==> config.mk <==
export PLATFORM = sky130hd
export DESIGN_NAME = forth_number_token_parser
export DESIGN_NICKNAME = d
export VERILOG_FILES = /design/src/hdl/fntp_pkg.sv /design/src/hdl/fntp_front.sv /design/src/hdl/fntp_queue.sv /design/src/hdl/fntp_back.sv /design/src/hdl/forth_number_token_parser.sv
export SDC_FILE = /design/constraint.sdc
export NUM_CORES = 1
export LEC_CHECK = 0
export BUFFER_PORTS_ARGS = -buffer_cell sky130_fd_sc_hd__buf_2
export CAP_MARGIN = 15
export CORE_MARGIN = 2
export CORE_UTILIZATION = 30
export CTS_CLUSTER_DIAMETER = 200
export DETAILED_ROUTE_END_ITERATION = 8
export GPL_ROUTABILITY_DRIVEN = 0
export HOLD_SLACK_MARGIN = 0.05
export PLACE_DENSITY = 0.44
export SETUP_SLACK_MARGIN = 0.5
export SLEW_MARGIN = 20
export SYNTH_ARGS = -nofsm -noshare
export SYNTH_HDL_FRONTEND = slang
export SYNTH_SLANG_ARGS = --single-unit
==> constraint.sdc <==
create_clock -name clk_i -period 10.17 [get_ports clk_i]
set_clock_uncertainty 0.1 [all_clocks]
set_input_delay 1.017 -clock clk_i [delete_from_list [all_inputs] [get_ports clk_i]]
set_output_delay 1.017 -clock clk_i [all_outputs]
set_load 0.05 [all_outputs]
==> src/hdl/fntp_pkg.sv <==
`timescale 1ns / 1ps
// ----------------------------------------------------------------------------
// fntp_pkg: shared types and constants of the number token parser
// Character classes, the item that travels from the front to the back,
// character codes and the digit decoder.
// ----------------------------------------------------------------------------
package fntp_pkg;

  localparam int unsigned CHAR_W  = 8;
  localparam int unsigned RADIX_W = 6;
  localparam int unsigned MAG_W   = 31;
  localparam int unsigned VALUE_W = 24;
  localparam int unsigned POS_W   = 2;

  localparam logic [CHAR_W-1:0] CHAR_HASH   = 8'h23;
  localparam logic [CHAR_W-1:0] CHAR_DOLLAR = 8'h24;
  localparam logic [CHAR_W-1:0] CHAR_PCT    = 8'h25;
  localparam logic [CHAR_W-1:0] CHAR_MINUS  = 8'h2D;
  localparam logic [CHAR_W-1:0] CHAR_QUOTE  = 8'h27;

  localparam logic [RADIX_W-1:0] RADIX_BIN   = 6'd2;
  localparam logic [RADIX_W-1:0] RADIX_DEC   = 6'd10;
  localparam logic [RADIX_W-1:0] RADIX_HEX   = 6'd16;
  localparam logic [RADIX_W-1:0] RADIX_MIN   = 6'd2;
  localparam logic [RADIX_W-1:0] RADIX_MAX   = 6'd36;
  localparam logic [RADIX_W-1:0] RESET_BASE  = 6'd10;
  localparam logic [RADIX_W-1:0] DIGIT_NONE  = 6'd63;

  localparam logic [MAG_W-1:0] MAG_MAX = 31'h7FFF_FFFF;

  localparam logic [POS_W-1:0] POS_FIRST  = 2'd0;
  localparam logic [POS_W-1:0] POS_SECOND = 2'd1;
  localparam logic [POS_W-1:0] POS_THIRD  = 2'd2;
  localparam logic [POS_W-1:0] POS_LATER  = 2'd3;

  typedef enum logic [2:0] {
    CH_PFX_DEC,
    CH_PFX_HEX,
    CH_PFX_BIN,
    CH_MINUS,
    CH_PLAIN
  } ch_class_e;

  typedef struct packed {
    ch_class_e           ch_class;
    logic [RADIX_W-1:0]  digit;
    logic [POS_W-1:0]    pos;
    logic                last;
    logic                is_quote;
    logic [CHAR_W-1:0]   char_code;
  } tok_item_t;

  // Value of an alphanumeric character, DIGIT_NONE for anything else.
  function automatic logic [RADIX_W-1:0] digit_of(input logic [CHAR_W-1:0] c);
    logic [CHAR_W-1:0] d;
    begin
      d = CHAR_W'(DIGIT_NONE);
      if (c >= 8'h30 && c <= 8'h39) begin
        d = c - 8'h30;
      end else if (c >= 8'h61 && c <= 8'h7A) begin
        d = c - 8'h61 + 8'd10;
      end else if (c >= 8'h41 && c <= 8'h5A) begin
        d = c - 8'h41 + 8'd10;
      end
      digit_of = d[RADIX_W-1:0];
    end
  endfunction

endpackage

==> src/hdl/fntp_front.sv <==
`timescale 1ns / 1ps
// ----------------------------------------------------------------------------
// fntp_front: character intake and classification
// Tracks the position of each character in its token and tags it with its
// class and digit value before it enters the queue.
// ----------------------------------------------------------------------------
module fntp_front import fntp_pkg::*; (
  input  logic              clk_i,
  input  logic              rst_ni,
  input  logic              in_valid_i,
  output logic              in_ready_o,
  input  logic [CHAR_W-1:0] char_code_i,
  input  logic              last_char_i,
  input  logic              q_ready_i,
  output logic              q_push_o,
  output tok_item_t         q_item_o
);

  logic [POS_W-1:0] pos_q, pos_d;
  logic             accept;

  assign in_ready_o = q_ready_i;
  assign accept     = in_valid_i & q_ready_i;
  assign q_push_o   = accept;

  always_comb begin
    pos_d = pos_q;
    if (accept) begin
      if (last_char_i) begin
        pos_d = POS_FIRST;
      end else if (pos_q != POS_LATER) begin
        pos_d = pos_q + POS_SECOND;
      end
    end
  end

  always_ff @(posedge clk_i or negedge rst_ni) begin
    if (!rst_ni) begin
      pos_q <= POS_FIRST;
    end else begin
      pos_q <= pos_d;
    end
  end

  always_comb begin
    q_item_o.ch_class  = CH_PLAIN;
    q_item_o.digit     = digit_of(char_code_i);
    q_item_o.pos       = pos_q;
    q_item_o.last      = last_char_i;
    q_item_o.is_quote  = (char_code_i == CHAR_QUOTE);
    q_item_o.char_code = char_code_i;
    if (char_code_i == CHAR_HASH) begin
      q_item_o.ch_class = CH_PFX_DEC;
    end else if (char_code_i == CHAR_DOLLAR) begin
      q_item_o.ch_class = CH_PFX_HEX;
    end else if (char_code_i == CHAR_PCT) begin
      q_item_o.ch_class = CH_PFX_BIN;
    end else if (char_code_i == CHAR_MINUS) begin
      q_item_o.ch_class = CH_MINUS;
    end
  end

endmodule

==> src/hdl/fntp_queue.sv <==
`timescale 1ns / 1ps
// ----------------------------------------------------------------------------
// fntp_queue: two-entry queue between front and back
// Register-based FIFO; the head entry is presented combinationally.
// ----------------------------------------------------------------------------
module fntp_queue import fntp_pkg::*; (
  input  logic      clk_i,
  input  logic      rst_ni,
  input  logic      push_i,
  input  tok_item_t push_item_i,
  output logic      ready_o,
  input  logic      pop_i,
  output logic      valid_o,
  output tok_item_t head_o
);

  tok_item_t  entry_q [2];
  logic       wr_ptr_q, rd_ptr_q;
  logic [1:0] count_q, count_d;

  assign ready_o = (count_q != 2'd2);
  assign valid_o = (count_q != 2'd0);
  assign head_o  = entry_q[rd_ptr_q];

  always_comb begin
    count_d = count_q;
    if (push_i && !pop_i) begin
      count_d = count_q + 2'd1;
    end else if (pop_i && !push_i) begin
      count_d = count_q - 2'd1;
    end
  end

  always_ff @(posedge clk_i or negedge rst_ni) begin
    if (!rst_ni) begin
      wr_ptr_q <= 1'b0;
      rd_ptr_q <= 1'b0;
      count_q  <= 2'd0;
    end else begin
      count_q <= count_d;
      if (push_i) begin
        wr_ptr_q <= ~wr_ptr_q;
      end
      if (pop_i) begin
        rd_ptr_q <= ~rd_ptr_q;
      end
    end
  end

  always_ff @(posedge clk_i) begin
    if (push_i) begin
      entry_q[wr_ptr_q] <= push_item_i;
    end
  end

endmodule

==> src/hdl/fntp_back.sv <==
`timescale 1ns / 1ps
// ----------------------------------------------------------------------------
// fntp_back: token evaluation and result register
// Applies one character per cycle (a token end may wait) to the token state
// (radix, sign, saturating magnitude, literal detection); registers the result.
// ----------------------------------------------------------------------------
module fntp_back import fntp_pkg::*; (
  input  logic               clk_i,
  input  logic               rst_ni,
  input  logic [RADIX_W-1:0] default_base_i,
  input  logic               q_valid_i,
  input  tok_item_t          q_item_i,
  output logic               q_pop_o,
  output logic               out_valid_o,
  input  logic               out_ready_i,
  output logic               ok_o,
  output logic [VALUE_W-1:0] number_value_o
);

  logic [RADIX_W-1:0] radix_q, radix_d, radix_eff;
  logic               sign_q, sign_d;
  logic [MAG_W-1:0]   mag_q, mag_d;
  logic               seen_q, seen_d;
  logic               bad_q, bad_d;
  logic               lit_poss_q, lit_poss_d;
  logic [CHAR_W-1:0]  lit_byte_q, lit_byte_d;
  logic               out_valid_q;
  logic               ok_q, ok_d;
  logic [VALUE_W-1:0] value_q, value_d;

  logic               slot_free;
  logic               run_num;
  logic               take_minus;
  logic               digit_ok;
  logic               is_literal;
  logic [36:0]        mac;
  logic [VALUE_W-1:0] mag_low;

  // A character that closes a token needs the result register; others never wait.
  assign slot_free = !out_valid_q || out_ready_i;
  assign q_pop_o   = q_valid_i && (!q_item_i.last || slot_free);

  assign mac = 37'(mag_q) * 37'(radix_eff) + 37'(q_item_i.digit);

  always_comb begin
    radix_d    = radix_q;
    sign_d     = sign_q;
    mag_d      = mag_q;
    seen_d     = seen_q;
    bad_d      = bad_q;
    lit_poss_d = lit_poss_q;
    lit_byte_d = lit_byte_q;
    radix_eff  = radix_q;
    run_num    = 1'b1;
    ok_d       = 1'b0;
    value_d    = '0;

    if (q_item_i.pos == POS_FIRST) begin
      lit_poss_d = q_item_i.is_quote;
      unique case (q_item_i.ch_class)
        CH_PFX_DEC: begin
          radix_d = RADIX_DEC;
          run_num = 1'b0;
        end
        CH_PFX_HEX: begin
          radix_d = RADIX_HEX;
          run_num = 1'b0;
        end
        CH_PFX_BIN: begin
          radix_d = RADIX_BIN;
          run_num = 1'b0;
        end
        default: begin
          radix_d   = default_base_i;
          radix_eff = default_base_i;
        end
      endcase
    end
    if (q_item_i.pos == POS_SECOND) begin
      lit_byte_d = q_item_i.char_code;
    end

    // A minus sign counts only right after the optional prefix.
    take_minus = (q_item_i.ch_class == CH_MINUS) && (q_item_i.pos <= POS_SECOND)
                 && !seen_q && !sign_q;
    digit_ok   = (radix_eff >= RADIX_MIN) && (radix_eff <= RADIX_MAX)
                 && (q_item_i.digit < radix_eff);

    if (run_num) begin
      if (take_minus) begin
        sign_d = 1'b1;
      end else if (!digit_ok) begin
        bad_d = 1'b1;
      end else begin
        seen_d = 1'b1;
        mag_d  = (mac > 37'(MAG_MAX)) ? MAG_MAX : mac[MAG_W-1:0];
      end
    end

    is_literal = q_item_i.last && (q_item_i.pos == POS_THIRD) && lit_poss_q
                 && q_item_i.is_quote;
    mag_low    = mag_d[VALUE_W-1:0];

    if (is_literal) begin
      ok_d    = 1'b1;
      value_d = VALUE_W'(lit_byte_q);
    end else if (!bad_d && seen_d) begin
      ok_d    = 1'b1;
      value_d = sign_d ? (VALUE_W'(0) - mag_low) : mag_low;
    end

    if (q_item_i.last) begin
      radix_d    = RESET_BASE;
      sign_d     = 1'b0;
      mag_d      = '0;
      seen_d     = 1'b0;
      bad_d      = 1'b0;
      lit_poss_d = 1'b0;
      lit_byte_d = '0;
    end
  end

  always_ff @(posedge clk_i or negedge rst_ni) begin
    if (!rst_ni) begin
      radix_q     <= RESET_BASE;
      sign_q      <= 1'b0;
      mag_q       <= '0;
      seen_q      <= 1'b0;
      bad_q       <= 1'b0;
      lit_poss_q  <= 1'b0;
      lit_byte_q  <= '0;
      out_valid_q <= 1'b0;
    end else begin
      if (q_pop_o) begin
        radix_q    <= radix_d;
        sign_q     <= sign_d;
        mag_q      <= mag_d;
        seen_q     <= seen_d;
        bad_q      <= bad_d;
        lit_poss_q <= lit_poss_d;
        lit_byte_q <= lit_byte_d;
      end
      if (q_pop_o && q_item_i.last) begin
        out_valid_q <= 1'b1;
      end else if (out_ready_i) begin
        out_valid_q <= 1'b0;
      end
    end
  end

  always_ff @(posedge clk_i) begin
    if (q_pop_o && q_item_i.last) begin
      ok_q    <= ok_d;
      value_q <= value_d;
    end
  end

  assign out_valid_o    = out_valid_q;
  assign ok_o           = ok_q;
  assign number_value_o = value_q;

endmodule

==> src/hdl/forth_number_token_parser.sv <==
`timescale 1ns / 1ps
// ----------------------------------------------------------------------------
// forth_number_token_parser: streaming number token parser
// Converts a token of characters into a 24-bit number with radix prefix,
// minus sign, 31-bit magnitude saturation and quote-byte-quote literals.
// ----------------------------------------------------------------------------
//  Channel        Direction  Handshake                     Payload
//  character in   input      in_valid_i / in_ready_o       char_code_i, last_char_i
//  result out     output     out_valid_o / out_ready_i     ok_o, number_value_o
//  base register  input      default_base_we_i             default_base_i
//
//  One character is accepted per cycle while the queue has room. The last
//  character of a token is written into a queue entry, which the queue
//  presents at once; the back end applies one multiply-add by the radix
//  and registers the result when it takes that character from the queue.
//  Reset returns the default base to ten and clears any token in progress.
//  A stalled result holds the back end only at the next token end; the
//  queue then keeps that token end and takes one more character before
//  intake stalls.
// ----------------------------------------------------------------------------
module forth_number_token_parser import fntp_pkg::*; (
  input  logic               clk_i,
  input  logic               rst_ni,
  input  logic               default_base_we_i,
  input  logic [RADIX_W-1:0] default_base_i,
  input  logic               in_valid_i,
  output logic               in_ready_o,
  input  logic [CHAR_W-1:0]  char_code_i,
  input  logic               last_char_i,
  output logic               out_valid_o,
  input  logic               out_ready_i,
  output logic               ok_o,
  output logic [VALUE_W-1:0] number_value_o
);

  logic [RADIX_W-1:0] base_q;
  logic               q_push, q_ready, q_pop, q_valid;
  tok_item_t          push_item, head_item;

  always_ff @(posedge clk_i or negedge rst_ni) begin
    if (!rst_ni) begin
      base_q <= RESET_BASE;
    end else if (default_base_we_i) begin
      base_q <= default_base_i;
    end
  end

  fntp_front u_front (
    .clk_i       (clk_i),
    .rst_ni      (rst_ni),
    .in_valid_i  (in_valid_i),
    .in_ready_o  (in_ready_o),
    .char_code_i (char_code_i),
    .last_char_i (last_char_i),
    .q_ready_i   (q_ready),
    .q_push_o    (q_push),
    .q_item_o    (push_item)
  );

  fntp_queue u_queue (
    .clk_i       (clk_i),
    .rst_ni      (rst_ni),
    .push_i      (q_push),
    .push_item_i (push_item),
    .ready_o     (q_ready),
    .pop_i       (q_pop),
    .valid_o     (q_valid),
    .head_o      (head_item)
  );

  fntp_back u_back (
    .clk_i          (clk_i),
    .rst_ni         (rst_ni),
    .default_base_i (base_q),
    .q_valid_i      (q_valid),
    .q_item_i       (head_item),
    .q_pop_o        (q_pop),
    .out_valid_o    (out_valid_o),
    .out_ready_i    (out_ready_i),
    .ok_o           (ok_o),
    .number_value_o (number_value_o)
  );

  // A new result only follows a token end taken from the queue.
  a_result_from_token_end: assert property (@(posedge clk_i) disable iff (!rst_ni)
    $rose(out_valid_o) |-> $past(q_pop && head_item.last))
    else $error("result raised without a token end");

  // The back end never takes from an empty queue.
  a_pop_needs_entry: assert property (@(posedge clk_i) disable iff (!rst_ni)
    q_pop |-> q_valid)
    else $error("queue popped while empty");

  // A failed token always reports a zero value.
  a_error_value_zero: assert property (@(posedge clk_i) disable iff (!rst_ni)
    (out_valid_o && !ok_o) |-> (number_value_o == '0))
    else $error("error result with nonzero value");

endmodule

==> summary.md, run 1 <==
| Metric | Value |
|---|---|
| Slew Viols, Final | 0 |
| Synth Instances | 1377 |
| Clock network power share | 11.6% |
| Layout area overhead | 11.3% |
| Max H-tree Level | 4 |
| Most used cell, CP | inv_1 |
| Fill cell count | 4479 |
| Drt pass-1 iters | 5 |
| Int Power | 2.26 mW |
| Mapped cell area | 0.0132 mm² |
| Residual DRC count | 0 |
| Drt wl/cell | 20.1 µm |
| Core Footprint | 0.0433 mm² |
| Startpoint Class | flip-flop |
| Final worst-path cycle share | 87.1% |
| Final hold vios | 0 |
| GRT Total Usage | 17.8% |
| Final setup margin | 1.31 ns |
| Hold Path Depth | 2 |
| # rows | 76 |
| Net Switching | 2.77 mW |
| Routed vias | 10400 |
| Ys async rst share | 48.1% |
| Nets@finish | 1633 |
| Yosys Warn Count | 0 |
| Clock Tree Root | clkbuf_16 |
| Average size of a mapped cell | 9.60 µm² |
| CTS Hold Buffers Added | 0 |
| Seq/Total Area, Yosys | 27.0% |
| Largest net degree at the start of global routing | 63 |
| Post-synth EDFFs | 67 |
| Largest stage delay, worst path | 0.62 ns |
| Total CTS buffers | 17 |
| Biggest area consumer among synthesized cells | fa_1 |
| Longest Clk Path Bufs | 2 |
| Vias per cell | 5.21 |
| Total power | 5.03 mW |
| Crit. End Element | flip-flop |
| Starting Density | 30.6% |
| Setup violators final | 0 |
| Clock latency on the worst-skew pair | 0.43 ns |
| Post-Place Cell Area | 0.0141 mm² |
| Die W | 214 µm |
| WL final | 40100 µm |
| FMAX | 0.113 GHz |
| First-pass GRT wire length | 63900 µm |
| Layout cells sized above 1 | 10.5% |
| WP data arrival | 9.04 ns |
| Clock Sinks | 129 |
| Setup CP Type | flip-flop to flip-flop |
| Unrepaired setup endpoints after global routing | false |
| Slew HR | 32.4% |
| Worst-Margin Slew | 1.01 ns |
| Initial antenna violation count | 0 |
| Switching share of power | 55.0% |
| Antenna Cells | 0 |
| Post-CTS Resized | 0 |
| Die Height | 214 µm |
| PwrDens | 342 mW/mm² |
| Multi-input logic area | 0.00929 mm² |
| Netlist cell types | 82 |
| Peak VDD IR | 0.227 mV |
| Total die area | 0.0458 mm² |
| Logic gate share of total power | 69.5% |
| Status | finished clean |
| CTS tree | built |
| R2R cell count | 31 |
| Detailed placer's ending HPWL | 30200 µm |
| Synthesis-stage register bit count | 129 |
| Min Tclk post-route | 8.86 ns |
| Top FF cell, synth | edfxtp_1 |
| Place WS | 1.09 ns |
| Remaining Overflow, GRT | 0 |
| Number of global-route vias before repair | 10800 |
| Port buffer count | 46 |
| Register area | 0.00357 mm² |
| CP Data Required Time | 10.35 ns |
| Initial DRC count | 632 |
| Syn_nets | 1614 |
| Synth area leaders | fa_1 (18%), edfxtp_1 (15%), dfrtp_1 (11%) |
| Reg clk slew, reported paths | 0.06 ns |
| Max_cap viols | 0 |
| Slowest CP cell | dfrtp_1 |
| Final instance area | 0.0147 mm² |
| Post-DRT Antenna Nets | 0 |
| HP Class | flip-flop to flip-flop |
| Critical-path maximum fanout | 32 |
| Lkg Pwr | 6.37 nW |
| Yosys top cell area share | 18.2% |
| Setup tns final | 0 ns |
| Reg power frac | 18.9% |
| Io pins | 47 |
==> cells by family (layout without fill, tap and decap cells) <==
logic type	Yosys count	count (layout)	synth area share, %
flip-flops	129	129	27.0
adder cells (fa/ha/maj)	217	217	27.3
buffers and inverters	116	148	3.43
XOR/XNOR	56	56	3.71
AO/OA/AOI/OAI	299	299	14.7
multiplexers	37	37	2.96
AND/OR/NAND/NOR	523	523	20.9
==> final cells by class <==
cell class              count  area share, %
well taps                 585           4.97
inverters                  50           1.28
clock inverters            12          0.757
clock buffers              20           2.97
flip-flops and latches    129           24.2
multi-input cells        1132           63.1
repair buffers             66           2.67
==> path summary, 6_finish.rpt <==
kind	from	slack, ns	end
max	u_queue.rd_ptr_q	1.31	u_back.number_value_o[4]
min	u_back.lit_poss_q	0.37	u_back.lit_poss_q
max reg2reg	u_queue.rd_ptr_q	1.31	u_back.number_value_o[4]
min reg2reg	u_back.lit_poss_q	0.37	u_back.lit_poss_q
max in group asynchronous	rst_ni	8.61	u_back.mag_q[30]
min in group asynchronous	rst_ni	0.74	u_queue.rd_ptr_q
==> placed cells by master, fill, tap and decap left out, drive strengths merged, types with 7 or more instances in the layout <==
cell    Yosys  layout
and2       42      42
nand3      24      24
o21bai      7       7
nor4        8       8
nand2     110     110
a21o       13      13
nand4      10      10
inv        49      51
o211ai      9       9
a211oi      9       9
edfxtp     67      67
o31ai      10      10
buf        13      66
a21oi      68      68
xnor2      37      37
nand2b     20      20
o22ai       8       8
fa        120     120
nor2b     150     150
nor2       98      98
clkbuf     53      20
mux2       14      14
mux2i      23      23
or3        11      11
ha         97      97
o21ai      98      98
nor3       20      20
a22o        9       9
xor2       19      19
a31oi      14      14
dfrtp      58      58
==> power groups by stage <==
stage | logic (mW) | clock network [mW] | registers [mW]
global route | 3.84 | 0.622 | 0.973
finish | 3.49 | 0.585 | 0.949
floorplan | 2.32 | 0 | 1.04
CTS | 3.49 | 0.601 | 0.950
global placement | 3.46 | 0 | 0.960
detailed placement | 3.46 | 0 | 0.956
==> per-stage QoR <==
step | util (%) | instances | hold slack (ns)
2_1_floorplan | - | 1377 | 0.335
3_3_place_gp | 32.6 | 1959 | 0.350
3_5_place_dp | 32.7 | 1959 | 0.364
4_1_cts | 33.9 | 1991 | 0.376
5_1_grt | 34.0 | 1994 | 0.400
6_report | 34.0 | 1994 | 0.367
==> worst max-delay path, delay by kind of cell, from the launching register on <==
kind	cells	cell delay [ns]
AO/OA/AOI/OAI	10	2.70
adder cells (fa/ha/maj)	6	2.55
buffers and inverters	6	0.60
flip-flops	1	0.62
multiplexers	2	0.68
AND/OR/NAND/NOR	7	1.45
==> what timing repair did <==
item                                   in CTS  in global routing
endpoints found under the hold margin       0                  0
setup endpoints to repair                   0                  5
buffers inserted                            0                  3
==> registers in the layout (all words and copies together), names as in the netlist <==
signal	cells
u_queue.entry_q	42
u_back.mag_q	31
u_back.number_value_o	24
u_back.lit_byte_q	8
base_q	6
u_back.radix_q	6
u_front.pos_q	2
u_queue.count_q	2
u_back.bad_q	1
u_back.lit_poss_q	1
u_back.ok_o	1
u_back.out_valid_o	1
u_back.seen_q	1
u_back.sign_q	1
u_queue.rd_ptr_q	1
u_queue.wr_ptr_q	1
==> per-layer routing <==
layer  up-vias  GRT usage, %  wire [µm]
li1       4854             -          -
met1      5286          25.8      19800
met2       208          28.0      18100
met3        38          2.24       1350
met4         0          5.06        798
met5         -             0          0
==> Yosys cell counts, types with 4 or more instances <==
| cell | n |
|---|---|
| a22oi_1 | 4 |
| nand2b_1 | 20 |
| o211ai_1 | 7 |
| o22ai_1 | 8 |
| and3_1 | 6 |
| a211oi_1 | 8 |
| nor4_1 | 7 |
| nor2b_1 | 150 |
| and2_1 | 42 |
| a41oi_1 | 4 |
| inv_1 | 49 |
| buf_2 | 7 |
| buf_1 | 4 |
| a31o_2 | 4 |
| xor2_1 | 19 |
| clkbuf_1 | 52 |
| nand2_1 | 110 |
| dfrtp_1 | 58 |
| ha_1 | 97 |
| mux2i_1 | 23 |
| nand3b_1 | 5 |
| a31oi_1 | 14 |
| nor3_1 | 17 |
| nor2_1 | 98 |
| dfstp_2 | 4 |
| or3_1 | 11 |
| nand4_1 | 10 |
| nand3_1 | 24 |
| o31ai_1 | 9 |
| o21ai_1 | 6 |
| a21oi_1 | 67 |
| o21bai_1 | 7 |
| a21o_1 | 13 |
| nor3b_1 | 4 |
| fa_1 | 120 |
| mux2_2 | 13 |
| xnor2_1 | 37 |
| o21a_1 | 6 |
| a22o_1 | 9 |
| o21ai_0 | 92 |
| and4_1 | 4 |
| or2_2 | 6 |
| edfxtp_1 | 67 |
Power figures use the tool's default switching activity.
==> run 2, diff against run 1 <==
--- a/config.mk
+++ b/config.mk
@@ -5,6 +5,7 @@
 export SDC_FILE = /design/constraint.sdc
 export NUM_CORES = 1
 export LEC_CHECK = 0
+export ABC_AREA = 1
 export BUFFER_PORTS_ARGS = -buffer_cell sky130_fd_sc_hd__buf_2
 export CAP_MARGIN = 15
 export CORE_MARGIN = 2
==> run 2 against run 1 <==
- global-route usage decreased by 0.22 points
- count of clock-buffer cells in the layout is 3 lower
- final area decreased by 1.4%
- setup slack gained 0.10 ns
- sequential share of layout area rose by 0.36 points
- critical path type unchanged
- largest cell class unchanged
- highest routed layer unchanged
==> summary.md, run 2 <==
| Metric | Value |
|---|---|
| R2R setup slack | 1.41 ns (+0.10 ns) |
| Largest family of logic cells by synthesized area | adder cells |
| Port buffer count | 46 (unchanged) |
| Startpoint Class | flip-flop |
| Starting Density | 30.3% (-0.27 points) |
| WP data arrival | 8.87 ns (-0.17 ns) |
| Residual DRC count | 0 (unchanged) |
| Final hold vios | 0 (unchanged) |
| Final worst-path cycle share | 86.1% (-0.98 points) |
| Top delay family on crit path | simple AND/OR/NAND/NOR gates |
| Xor-xnor portion of the synthesized cell area | 2.22% (-1.5 points) |
| Post-CTS Resized | 0 (unchanged) |
| Drt pass-1 iters | 5 (unchanged) |
| Post-DRT Antenna Nets | 0 (unchanged) |
| Top-count cell post-synth | nand2_1 |
| Finished Core Util | 33.8% (-0.19 points) |
| Largest stage delay, worst path | 0.53 ns (-0.09 ns) |
| Routed vias | 10700 (+3.0%) |
| Average size of a mapped cell | 8.03 µm² (-16%) |
| Post-synthesis simple-gate area fraction | 25.6% (+4.8 points) |
| Adder-cell share of the synthesized area | 27.8% (+0.49 points) |
| Worst-Margin Slew | 1.05 ns (+0.0399 ns) |
| Total CTS buffers | 17 (unchanged) |
| Hold Path Depth | 2 (unchanged) |
| Largest net degree at the start of global routing | 63 (unchanged) |
| First-pass GRT wire length | 61500 µm (-3.8%) |
| CTS Hold Buffers Added | 0 (unchanged) |
| Reg-to-Reg Start | u_queue.rd_ptr_q |
| Netlist cell types | 52 (-37%) |
| Longest Clk Path Bufs | 2 (unchanged) |
| Detailed placer's ending HPWL | 29100 µm (-3.9%) |
| Critical-path maximum fanout | 20 (-38%) |
| Setup tns final | 0 ns (unchanged) |
| Crit. End Element | flip-flop |
| Total die area | 0.0450 mm² (-1.7%) |
| CP Data Required Time | 10.28 ns (-0.07 ns) |
| Min Tclk post-route | 8.76 ns (-0.0999 ns) |
| Status | finished clean |
| Max FFs per register | 42 (unchanged) |
| Syn_nets | 1854 (+15%) |
| HP Class | flip-flop to flip-flop |
| Clock Sinks | 129 (unchanged) |
| Reg clk slew, reported paths | 0.07 ns (about the same) |
| Max_cap viols | 0 (unchanged) |
| Die W | 212 µm (-0.86%) |
| Biggest area consumer among synthesized cells | fa_1 |
| Most frequent cells in the layout | nand2_1 (352), nor2_1 (311), inv_1 (195), fa_1 (120), ha_1 (97) |
| Compound-Gate Fraction of Synth Area | 8.96% (-5.8 points) |
| Fill cell count | 4547 (+1.5%) |
| Most used cell, CP | nand2_1 |
| Layout area overhead | 11.6% |
| Ys async rst share | 48.1% (unchanged) |
| Setup CP Type | flip-flop to flip-flop |
| WL final | 37500 µm (-6.4%) |
| Synth cell count leaders | nand2_1 (352), nor2_1 (312), inv_1 (196) |
| Unrepaired setup endpoints after global routing | false |
| Initial antenna violation count | 0 (unchanged) |
| Setup violators final | 0 (unchanged) |
| # rows | 76 (unchanged) |
| Buf/Inv on CP | 6 (unchanged) |
| GRT Total Usage | 17.6% (-0.22 points) |
| Proportion of synthesized area in mux cells | 0.510% (-2.5 points) |
| Yosys Warn Count | 0 (unchanged) |
| Synth area leaders | fa_1 (18%), edfxtp_1 (15%), dfrtp_1 (11%) |
| Yosys top cell area share | 18.5% (+0.32 points) |
| Mapped cell area | 0.0130 mm² (-1.8%) |
| Clock Tree Root | clkbuf_16 |
| Slowest CP cell | fa_1 |
| Seq/Total Area, Yosys | 27.5% (+0.48 points) |
| Synth Instances | 1617 (+17%) |
| Io pins | 47 (unchanged) |
| Commonest non-fill, non-tap cell in the layout | nand2_1 |
| Antenna Cells | 0 (unchanged) |
| Number of global-route vias before repair | 11100 (+2.3%) |
| Remaining Overflow, GRT | 0 (unchanged) |
| Drt wl/cell | 16.7 µm (-17%) |
| Slew HR | 29.6% (-2.8 points) |
| CTS tree | built |
| FMAX | 0.114 GHz (+1.1%) |
| Initial DRC count | 537 (-15%) |
| Synthesis-stage register bit count | 129 (unchanged) |
| Core Footprint | 0.0429 mm² (-0.88%) |
| Layout cells sized above 1 | 9.59% (-0.91 points) |
| Clock latency on the worst-skew pair | 0.45 ns (+0.02 ns) |
| Min-delay src | u_back.radix_q[4] |
| Max H-tree Level | 4 (unchanged) |
| Reg-to-Reg End | u_back.number_value_o[14] |
| Die Height | 212 µm (-0.86%) |
| Slew Viols, Final | 0 (unchanged) |
| R2R cell count | 40 (+29%) |
| Nets@finish | 1892 (+16%) |
| Vias per cell | 4.75 (-8.9%) |
| Post-CTS Setup Bufs | 0 (unchanged) |
| Post-synth EDFFs | 67 (unchanged) |
| Top FF cell, synth | edfxtp_1 |
| Worst Hold End | u_back.radix_q[4] |
| Most flops, register | u_queue.entry_q |
run 2: cell count changes in the layout (fill, tap and decap cells not counted), moves of 18 or more:
cell	delta
and2_1	-41
inv_1	+146
nand2_1	+242
nand2_2	+18
nand2b_1	-20
nand3_1	+38
nor2_1	+215
nor2b_1	-150
o21ai_0	-48
o22ai_1	+20
xnor2_1	-19
run 2: metal layers:
| layer | GRT usage [%] | wire (µm) | vias to the layer above |
|---|---|---|---|
| met5 | 0 | 0 | - |
| met4 | 4.15 | 592 | 0 |
| met3 | 2.48 | 1030 | 27 |
| met2 | 28.7 | 17300 | 154 |
| met1 | 24.7 | 18600 | 5240 |
| li1 | - | - | 5273 |
run 2: worst min-delay path, delay by kind of cell (launching register included):
kind          cells  cell delay (ns)
flops             1             0.35
simple gates      2             0.11
run 2: worst max path at each step:
| stage | start | depth (start not counted) | slack (ns) | to |
|---|---|---|---|---|
| 2_1_floorplan | u_queue.rd_ptr_q | 46 | 3.26 | u_back.number_value_o[14] |
| 3_5_place_dp | u_queue.rd_ptr_q | 41 | 1.41 | u_back.number_value_o[14] |
| 3_3_place_gp | u_queue.rd_ptr_q | 40 | 1.62 | u_back.number_value_o[14] |
| 6_report | u_queue.rd_ptr_q | 40 | 1.41 | u_back.number_value_o[14] |
| 4_1_cts | u_queue.rd_ptr_q | 41 | 1.39 | u_back.number_value_o[14] |
| 5_1_grt | u_queue.rd_ptr_q | 41 | 0.67 | u_back.number_value_o[14] |
run 2: final cells by class:
cell class / count / area [µm²] / area share (%)
clock inverter: 15 / 221 / 1.53
clock buffer: 17 / 425 / 2.93
multi-input combinational: 1245 / 8470 / 58.4
inverter: 205 / 769 / 5.31
timing repair buffer: 57 / 313 / 2.16
sequential: 129 / 3570 / 24.6
tap: 585 / 732 / 5.05
run 2: metrics by stage:
stage          hold slack, ns  setup WS [ns]  cell area, µm²  instances
3_5_place_dp            0.371           1.41           13900       2221
6_report                0.393           1.41           14500       2253
5_1_grt                 0.394          0.670           14500       2253
4_1_cts                 0.387           1.39           14500       2253
3_3_place_gp            0.390           1.62           13900       2221
2_1_floorplan           0.342           3.26           13000       1617
run 2: logic make-up (layout without fill, tap and decap cells):
family	count (synthesis)	in the layout
AOI/OAI and AO/OA	193	193
xor gates and xnor gates	33	33
buffers and inverters	243	294
muxes	6	6
and+or+nand+nor	796	796
adders and majority gates	217	217
DFF	129	129
Power of run 2 is not shown: default switching activity piles up to over one toggle a cycle in this logic, so the estimate is an artifact.
